**src/hdl/ake_pkg.sv**
```systemverilog
// Package with shared constants, types and the S-box function for the key expansion.
`timescale 1ns / 1ps
package ake_pkg;
    localparam int WORD_W = 32;
    localparam int IDX_W  = 6;
    localparam int NK_MAX = 8;

    localparam logic [1:0] MODE_128 = 2'd0;
    localparam logic [1:0] MODE_192 = 2'd1;

    typedef logic [WORD_W-1:0] word_t;

    // Tap record pairing a cell's word with that word's schedule index.
    typedef struct packed {
        word_t            word;
        logic [IDX_W-1:0] idx;
    } cell_tap_t;

    function automatic logic [7:0] sbox(input logic [7:0] a);
        logic [7:0] r;
        begin
            case (a)
                8'h00: r=8'h63; 8'h01: r=8'h7c; 8'h02: r=8'h77; 8'h03: r=8'h7b;
                8'h04: r=8'hf2; 8'h05: r=8'h6b; 8'h06: r=8'h6f; 8'h07: r=8'hc5;
                8'h08: r=8'h30; 8'h09: r=8'h01; 8'h0a: r=8'h67; 8'h0b: r=8'h2b;
                8'h0c: r=8'hfe; 8'h0d: r=8'hd7; 8'h0e: r=8'hab; 8'h0f: r=8'h76;
                8'h10: r=8'hca; 8'h11: r=8'h82; 8'h12: r=8'hc9; 8'h13: r=8'h7d;
                8'h14: r=8'hfa; 8'h15: r=8'h59; 8'h16: r=8'h47; 8'h17: r=8'hf0;
                8'h18: r=8'had; 8'h19: r=8'hd4; 8'h1a: r=8'ha2; 8'h1b: r=8'haf;
                8'h1c: r=8'h9c; 8'h1d: r=8'ha4; 8'h1e: r=8'h72; 8'h1f: r=8'hc0;
                8'h20: r=8'hb7; 8'h21: r=8'hfd; 8'h22: r=8'h93; 8'h23: r=8'h26;
                8'h24: r=8'h36; 8'h25: r=8'h3f; 8'h26: r=8'hf7; 8'h27: r=8'hcc;
                8'h28: r=8'h34; 8'h29: r=8'ha5; 8'h2a: r=8'he5; 8'h2b: r=8'hf1;
                8'h2c: r=8'h71; 8'h2d: r=8'hd8; 8'h2e: r=8'h31; 8'h2f: r=8'h15;
                8'h30: r=8'h04; 8'h31: r=8'hc7; 8'h32: r=8'h23; 8'h33: r=8'hc3;
                8'h34: r=8'h18; 8'h35: r=8'h96; 8'h36: r=8'h05; 8'h37: r=8'h9a;
                8'h38: r=8'h07; 8'h39: r=8'h12; 8'h3a: r=8'h80; 8'h3b: r=8'he2;
                8'h3c: r=8'heb; 8'h3d: r=8'h27; 8'h3e: r=8'hb2; 8'h3f: r=8'h75;
                8'h40: r=8'h09; 8'h41: r=8'h83; 8'h42: r=8'h2c; 8'h43: r=8'h1a;
                8'h44: r=8'h1b; 8'h45: r=8'h6e; 8'h46: r=8'h5a; 8'h47: r=8'ha0;
                8'h48: r=8'h52; 8'h49: r=8'h3b; 8'h4a: r=8'hd6; 8'h4b: r=8'hb3;
                8'h4c: r=8'h29; 8'h4d: r=8'he3; 8'h4e: r=8'h2f; 8'h4f: r=8'h84;
                8'h50: r=8'h53; 8'h51: r=8'hd1; 8'h52: r=8'h00; 8'h53: r=8'hed;
                8'h54: r=8'h20; 8'h55: r=8'hfc; 8'h56: r=8'hb1; 8'h57: r=8'h5b;
                8'h58: r=8'h6a; 8'h59: r=8'hcb; 8'h5a: r=8'hbe; 8'h5b: r=8'h39;
                8'h5c: r=8'h4a; 8'h5d: r=8'h4c; 8'h5e: r=8'h58; 8'h5f: r=8'hcf;
                8'h60: r=8'hd0; 8'h61: r=8'hef; 8'h62: r=8'haa; 8'h63: r=8'hfb;
                8'h64: r=8'h43; 8'h65: r=8'h4d; 8'h66: r=8'h33; 8'h67: r=8'h85;
                8'h68: r=8'h45; 8'h69: r=8'hf9; 8'h6a: r=8'h02; 8'h6b: r=8'h7f;
                8'h6c: r=8'h50; 8'h6d: r=8'h3c; 8'h6e: r=8'h9f; 8'h6f: r=8'ha8;
                8'h70: r=8'h51; 8'h71: r=8'ha3; 8'h72: r=8'h40; 8'h73: r=8'h8f;
                8'h74: r=8'h92; 8'h75: r=8'h9d; 8'h76: r=8'h38; 8'h77: r=8'hf5;
                8'h78: r=8'hbc; 8'h79: r=8'hb6; 8'h7a: r=8'hda; 8'h7b: r=8'h21;
                8'h7c: r=8'h10; 8'h7d: r=8'hff; 8'h7e: r=8'hf3; 8'h7f: r=8'hd2;
                8'h80: r=8'hcd; 8'h81: r=8'h0c; 8'h82: r=8'h13; 8'h83: r=8'hec;
                8'h84: r=8'h5f; 8'h85: r=8'h97; 8'h86: r=8'h44; 8'h87: r=8'h17;
                8'h88: r=8'hc4; 8'h89: r=8'ha7; 8'h8a: r=8'h7e; 8'h8b: r=8'h3d;
                8'h8c: r=8'h64; 8'h8d: r=8'h5d; 8'h8e: r=8'h19; 8'h8f: r=8'h73;
                8'h90: r=8'h60; 8'h91: r=8'h81; 8'h92: r=8'h4f; 8'h93: r=8'hdc;
                8'h94: r=8'h22; 8'h95: r=8'h2a; 8'h96: r=8'h90; 8'h97: r=8'h88;
                8'h98: r=8'h46; 8'h99: r=8'hee; 8'h9a: r=8'hb8; 8'h9b: r=8'h14;
                8'h9c: r=8'hde; 8'h9d: r=8'h5e; 8'h9e: r=8'h0b; 8'h9f: r=8'hdb;
                8'ha0: r=8'he0; 8'ha1: r=8'h32; 8'ha2: r=8'h3a; 8'ha3: r=8'h0a;
                8'ha4: r=8'h49; 8'ha5: r=8'h06; 8'ha6: r=8'h24; 8'ha7: r=8'h5c;
                8'ha8: r=8'hc2; 8'ha9: r=8'hd3; 8'haa: r=8'hac; 8'hab: r=8'h62;
                8'hac: r=8'h91; 8'had: r=8'h95; 8'hae: r=8'he4; 8'haf: r=8'h79;
                8'hb0: r=8'he7; 8'hb1: r=8'hc8; 8'hb2: r=8'h37; 8'hb3: r=8'h6d;
                8'hb4: r=8'h8d; 8'hb5: r=8'hd5; 8'hb6: r=8'h4e; 8'hb7: r=8'ha9;
                8'hb8: r=8'h6c; 8'hb9: r=8'h56; 8'hba: r=8'hf4; 8'hbb: r=8'hea;
                8'hbc: r=8'h65; 8'hbd: r=8'h7a; 8'hbe: r=8'hae; 8'hbf: r=8'h08;
                8'hc0: r=8'hba; 8'hc1: r=8'h78; 8'hc2: r=8'h25; 8'hc3: r=8'h2e;
                8'hc4: r=8'h1c; 8'hc5: r=8'ha6; 8'hc6: r=8'hb4; 8'hc7: r=8'hc6;
                8'hc8: r=8'he8; 8'hc9: r=8'hdd; 8'hca: r=8'h74; 8'hcb: r=8'h1f;
                8'hcc: r=8'h4b; 8'hcd: r=8'hbd; 8'hce: r=8'h8b; 8'hcf: r=8'h8a;
                8'hd0: r=8'h70; 8'hd1: r=8'h3e; 8'hd2: r=8'hb5; 8'hd3: r=8'h66;
                8'hd4: r=8'h48; 8'hd5: r=8'h03; 8'hd6: r=8'hf6; 8'hd7: r=8'h0e;
                8'hd8: r=8'h61; 8'hd9: r=8'h35; 8'hda: r=8'h57; 8'hdb: r=8'hb9;
                8'hdc: r=8'h86; 8'hdd: r=8'hc1; 8'hde: r=8'h1d; 8'hdf: r=8'h9e;
                8'he0: r=8'he1; 8'he1: r=8'hf8; 8'he2: r=8'h98; 8'he3: r=8'h11;
                8'he4: r=8'h69; 8'he5: r=8'hd9; 8'he6: r=8'h8e; 8'he7: r=8'h94;
                8'he8: r=8'h9b; 8'he9: r=8'h1e; 8'hea: r=8'h87; 8'heb: r=8'he9;
                8'hec: r=8'hce; 8'hed: r=8'h55; 8'hee: r=8'h28; 8'hef: r=8'hdf;
                8'hf0: r=8'h8c; 8'hf1: r=8'ha1; 8'hf2: r=8'h89; 8'hf3: r=8'h0d;
                8'hf4: r=8'hbf; 8'hf5: r=8'he6; 8'hf6: r=8'h42; 8'hf7: r=8'h68;
                8'hf8: r=8'h41; 8'hf9: r=8'h99; 8'hfa: r=8'h2d; 8'hfb: r=8'h0f;
                8'hfc: r=8'hb0; 8'hfd: r=8'h54; 8'hfe: r=8'hbb; default: r=8'h16;
            endcase
            return r;
        end
    endfunction

    function automatic word_t sub_word(input word_t w);
        return {sbox(w[31:24]), sbox(w[23:16]), sbox(w[15:8]), sbox(w[7:0])};
    endfunction
endpackage

```
**src/hdl/ake_cell.sv**
```systemverilog
// One word slot of the key window; takes a key word on load, and its neighbor's word when the window advances.
`timescale 1ns / 1ps
module ake_cell
(
    input  logic           clk,
    input  logic           load,
    input  logic           shift,
    input  ake_pkg::word_t load_word,
    input  ake_pkg::word_t shift_in,
    output ake_pkg::word_t word
);
    import ake_pkg::*;

    word_t word_reg;
    word_t word_next;

    always_comb
    begin
        word_next = word_reg;
        if (load)
        begin
            word_next = load_word;
        end
        else if (shift)
        begin
            word_next = shift_in;
        end
    end

    always_ff @(posedge clk)
    begin
        word_reg <= word_next;
    end

    assign word = word_reg;
endmodule

```
**config.mk**
```make
export PLATFORM = sky130hd
export DESIGN_NAME = ake_cell
export DESIGN_NICKNAME = d
export VERILOG_FILES = /design/src/hdl/ake_pkg.sv /design/src/hdl/ake_cell.sv
export SDC_FILE = /design/constraint.sdc
export NUM_CORES = 1
export LEC_CHECK = 0
export BUFFER_PORTS_ARGS = -buffer_cell sky130_fd_sc_hd__buf_2
export CAP_MARGIN = 20
export CORE_MARGIN = 2
export CORE_UTILIZATION = 45
export DETAILED_ROUTE_END_ITERATION = 10
export PLACE_DENSITY = 0.87
export SLEW_MARGIN = 30
export SYNTH_ARGS = -nofsm -noshare
export SYNTH_HDL_FRONTEND = slang
export SYNTH_SLANG_ARGS = --single-unit
```
**constraint.sdc**
```tcl
create_clock -name clk -period 2.6 [get_ports clk]
set_input_delay 0.52 -clock clk [delete_from_list [all_inputs] [get_ports clk]]
set_output_delay 0.52 -clock clk [all_outputs]
set_load 0.01 [all_outputs]
```
==> summary.txt, run 1 <==
Place
  • Port bufs: 98
  • Routability-driven placement congestion ratio: 0.6101
  • Dpl hpwl: 2523 um
  • Dpl cell area: 0.002014 mm2
  • Pre-CTS WS: 0.9485 ns

Critical path
  • CP arrival: 0.87 ns
  • Startpoint class of the critical path: flop
  • Critical path required time: 2.08 ns
  • Critical path endpoint category: output port
  • Critical Path, Cell by Cell: buf_2
  • Setup CP Type: flop to output port
  • WP buf/inv: 1
  • Crit Path Max Fanout: 1
  • Crit path from: word[29]
  • CP max stage delay: 0.39 ns
  • CP delay by family, top: flip-flops
  • Slowest CP cell: edfxtp_1

Synth
  • Share of the synthesized area in the top cell type: 63.73%
  • Top cell type by total area after synthesis: edfxtp_1
  • Dominant cells by area after synthesis: edfxtp_1, mux2_4, buf_12, mux2_2, buf_6
  • Syn. warnings: 0
  • Synth unique cells: 6
  • Post-synthesis register bit count: 32
  • Sequential-to-total area share from yosys stat: 63.73%
  • Syn Nets: 136
  • Post-Syn Area: 0.001508 mm2
  • Avg Cell Area, Syn: 21.85 um2
  • Post-Synthesis Cells: 69

Timing
  • RSZ-0062 raised after global routing: no
  • Max-slew violations: 0
  • FMAX: 719.4 MHz
  • Final setup viols: 0
  • Crit share post-route: 53.47%
  • Min Clock Period, post-route: 1.390 ns
  • Final setup margin: 1.210 ns
  • Max-slew headroom: 74.12%
  • Endpoints failing hold: 0
  • Slew @ Worst Pin: 0.3881 ns
  • Fin Setup TNS: 0 ns

Final layout
  • Fin area: 0.002059 mm2
  • Layout cells sized above 1: 79.89%
  • Ant. Diodes: 0
  • Max reg flops: 32
  • P&R area growth vs syn: 36.60%
  • Nets: 241
  • Commonest cells after routing, fill and taps aside: buf_2, edfxtp_1, mux2_4, clkbuf_4, buf_4
  • Multi-input logic area: 475.5 um2
  • Commonest non-fill, non-tap cell in the layout: buf_2
  • Sequential cell area: 960.9 um2
  • Layout fillers: 243

Detailed routing
  • Routed via count: 1017
  • Number of vias per cell: 4.623
  • Wire length per cell: 14.63 um
  • DRC: 0
  • Drt total wl: 3218 um
  • Post-DRT Antenna Nets: 0
  • Iter 0 DRT Violations: 37
  • DRT Pass-1 Iters: 4

Worst hold path
  • Hold WC Path Type: input port to flop
  • Hold_sp: load_word[8]

Floorplan
  • Die ar.: 0.003829 mm2
  • Initial core utilization: 45.90%
  • Die width: 61.88 um
  • Core Box Area: 0.003284 mm2
  • Core Rows: 21
  • IO Pins: 99
  • Die height: 61.88 um

CTS
  • H-tree depth: 2
  • Resized Gates After CTS: 0
  • # hold bufs at CTS: 0
  • Clk sinks: 32
  • Deepest clock path buffer count: 2
  • CTS tree: built
  • Num CTS Buffers: 5
  • Post-CTS setup-driven buffer insertion count: 0
  • Clk slew on worst S/H paths: 0.09 ns
  • Clock root buffer: clkbuf_4

Global routing
  • Largest net degree at the start of global routing: 33
  • Global-route wire length before repair: 3981 um
  • Total gr overflow: 0
  • Initial antenna violation count: 0
  • GRT Util Overall: 15.67%
  • Vias in the first global route: 922

Power and ir drop
  • Pwr Total: 1.120 mW
  • Worst VDD drop: 0.2299 mV
  • Leakage: 1.008 nW
  • Pwr Density: 543.6 mW/mm2

Flow run
  • Max Cap Viol: 0

Outcome
  • Status: finished clean
[routing by layer]
layer	wire, um	share of wire [%]	vias to the layer above	track usage (%)
met5	0	0	-	0
met4	55	1.7	0	10.94
met3	288	8.9	5	5.176
met2	1667	52	69	29.17
met1	1207	38	462	13.98
li1	-	-	481	-
[area by class of cell]
type,instances,share of cell area [%]
clock buffers,5,1.823
multi-input cells,33,23.09
well taps,46,2.795
repair buffers,102,25.27
flip-flops and latches,32,46.66
clock inverters,2,0.3645
[path summary, 6_finish.rpt]
kind       end  slack (ns)  cells after the start
max   word[29]        1.21                      1
min    word[8]        0.49                      2
[report_power, final]
group	leakage, nW	internal [mW]	switching, mW
sequential	0.326	0.632	0.0127
clock	0.0261	0.0941	0.150
combinational	0.656	0.130	0.101
[cell usage after synthesis]
| master | instances |
|---|---|
| buf_6 | 1 |
| mux2_4 | 29 |
| edfxtp_1 | 32 |
| buf_12 | 3 |
| mux2_2 | 3 |
| or2_1 | 1 |
[stage by stage]
step	std cells	hold WS (ns)	util, %
final	220	0.4932	62.70
after global routing	220	0.4680	62.70
after CTS	220	0.4790	62.70
after detailed placement	213	0.8241	61.33
after global placement	213	0.8211	61.33
after floorplan	69	0.7375	-
[cell families (layout without fill, tap and decap cells)]
group	after synthesis	count (layout)	share of synthesized area, %
buffers and inverters	4	109	4.730
AND/OR/NAND/NOR	1	1	0.4152
flip-flops	32	32	63.73
multiplexers	32	32	31.12
Note: power is estimated with default switching activity, not from simulation.
==> run 2: changes to the inputs <==
--- a/config.mk
+++ b/config.mk
@@ -5,12 +5,13 @@
 export SDC_FILE = /design/constraint.sdc
 export NUM_CORES = 1
 export LEC_CHECK = 0
+export ABC_AREA = 1
 export BUFFER_PORTS_ARGS = -buffer_cell sky130_fd_sc_hd__buf_2
 export CAP_MARGIN = 20
 export CORE_MARGIN = 2
-export CORE_UTILIZATION = 45
+export CORE_UTILIZATION = 40
 export DETAILED_ROUTE_END_ITERATION = 10
-export PLACE_DENSITY = 0.87
+export PLACE_DENSITY = 0.8
 export SLEW_MARGIN = 30
 export SYNTH_ARGS = -nofsm -noshare
 export SYNTH_HDL_FRONTEND = slang
==> constraint.sdc (replaced) <==
create_clock -name clk -period 1.4 [get_ports clk]
set_input_delay 0.28 -clock clk [delete_from_list [all_inputs] [get_ports clk]]
set_output_delay 0.28 -clock clk [all_outputs]
set_load 0.01 [all_outputs]
==> summary.txt, run 2 <==
Detailed routing
  • DRT Pass-1 Iters: 4
  • DRC: 0
  • Drt total wl: 2984 um
  • Routed via count: 1199
  • Iter 0 DRT Violations: 62
  • Post-DRT Antenna Nets: 0
  • Number of vias per cell: 4.207
  • Wire length per cell: 10.47 um

Synth
  • FFs w/ async S/R, synth: 0%
  • Post-Synthesis Cells: 137
  • Most instantiated cells after synthesis: nand2_1, edfxtp_1, buf_6
  • Count leader, synth: nand2_1
  • Avg Cell Area, Syn: 10.23 um2
  • Sequential-to-total area share from yosys stat: 68.57%
  • Top_reg_cell synth: edfxtp_1
  • Synth unique cells: 6
  • Syn. warnings: 0
  • Dominant cells by area after synthesis: edfxtp_1, nand2_1, buf_6, buf_4, inv_4
  • Top cell type by total area after synthesis: edfxtp_1
  • Post-synthesis register bit count: 32
  • EDFF count, synth: 32
  • Share of the synthesized area in the top cell type: 68.57%
  • Post-Syn Area: 0.001401 mm2
  • Syn Nets: 204

Global routing
  • Initial antenna violation count: 0
  • GRT Util Overall: 16.41%
  • Global-route wire length before repair: 4878 um
  • Largest net degree at the start of global routing: 33
  • Vias in the first global route: 1149
  • Total gr overflow: 0

Outcome
  • Status: finished clean

Power and ir drop
  • Worst VDD drop: 0.4899 mV
  • Pwr Density: 1043 mW/mm2
  • Pwr Total: 2.052 mW
  • Leakage: 1.059 nW

Final layout
  • Non-filler cells, final: 285
  • Layout cells sized above 1: 46.03%
  • Ant. Diodes: 0
  • Commonest non-fill, non-tap cell in the layout: buf_2
  • Fin area: 0.001968 mm2
  • Nets: 305
  • Commonest cells after routing, fill and taps aside: buf_2, nand2_1, edfxtp_1, clkbuf_4
  • Max reg flops: 32
  • P&R area growth vs syn: 40.45%

CTS
  • Clk sinks: 32
  • Clk slew on worst S/H paths: 0.09 ns
  • Post-CTS setup-driven buffer insertion count: 0
  • Deepest clock path buffer count: 2
  • Num CTS Buffers: 5
  • H-tree depth: 2
  • Resized Gates After CTS: 0
  • Clock root buffer: clkbuf_4
  • CTS tree: built
  • # hold bufs at CTS: 0

Timing
  • RSZ-0062 raised after global routing: no
  • Slew @ Worst Pin: 0.2988 ns
  • Max-slew violations: 0
  • Max-slew headroom: 80.08%
  • Min Clock Period, post-route: 1.152 ns
  • Fin Setup TNS: 0 ns
  • Endpoints failing hold: 0
  • Crit share post-route: 82.29%
  • Worst hold margin: 0.2105 ns
  • Final setup viols: 0
  • FMAX: 868.0 MHz

Critical path
  • CP arrival: 0.87 ns
  • Crit Path Max Fanout: 1
  • Slowest CP cell: edfxtp_1
  • CP max stage delay: 0.39 ns
  • Critical path endpoint category: output port
  • WP depth: 1
  • Setup CP Type: flop to output port
  • CP delay by family, top: flip-flops
  • Critical Path, Cell by Cell: buf_2
  • WP buf/inv: 1
  • Critical path required time: 1.12 ns
  • Startpoint class of the critical path: flop

Worst hold path
  • Hold WC Path Type: input port to flop
  • Hold Path Depth: 3

Place
  • Placed insts: 277
  • Routability-driven placement congestion ratio: 0.7714
  • Dpl hpwl: 2282 um
  • Dpl cell area: 0.001917 mm2
  • Port bufs: 98

Flow run
  • Max Cap Viol: 0

Floorplan
  • Die ar.: 0.003993 mm2
  • IO Pins: 99
  • Initial core utilization: 41.67%
  • Core Box Area: 0.003363 mm2
  • Die height: 63.19 um
  • Die width: 63.19 um
  • Core Rows: 21
-- run 2: path summary, 6_finish.rpt --
kind,endpoint,slack (ns),from
hold / removal,word[2],0.21,shift_in[2]
setup / recovery,word[3],0.25,word[3]
-- run 2: kinds of logic (layout without fill, tap and decap cells) --
group                  after synthesis  after routing  synth area share (%)
buffers and inverters                8            110                 5.268
flip-flops                          32             32                 68.57
AND/OR/NAND/NOR                     97             97                 26.16
-- run 2: metal layers --
metal | GRT usage (%) | share of wire, % | vias to the layer above
met2 | 29.12 | 50 | 65
met3 | 9.643 | 12 | 4
met1 | 15.06 | 36 | 492
met4 | 7.065 | 1.4 | 0
met5 | 0 | 0 | -
li1 | - | - | 638
-- run 2: final cells by class --
type | instances | area [um2]
timing repair buffer | 101 | 525.5
clock buffer | 5 | 37.54
clock inverter | 3 | 13.76
fill | 326 | 1395
multi-input combinational | 97 | 366.6
tap | 46 | 57.56
sequential | 32 | 960.9
inverter | 1 | 6.256
-- run 2: metrics by stage --
stage               worst slack, ns  utilization, %
CTS                          0.2219           58.52
floorplan                    0.1597               -
global route                 0.2009           58.52
global placement             0.2550           56.99
detailed placement           0.2247           56.99
finish                       0.2479           58.52
-- run 2: power by group --
group	leakage, nW	internal (mW)	switching [mW]
clock	0.0324	0.184	0.297
sequential	0.330	1.17	0.0233
combinational	0.697	0.173	0.200
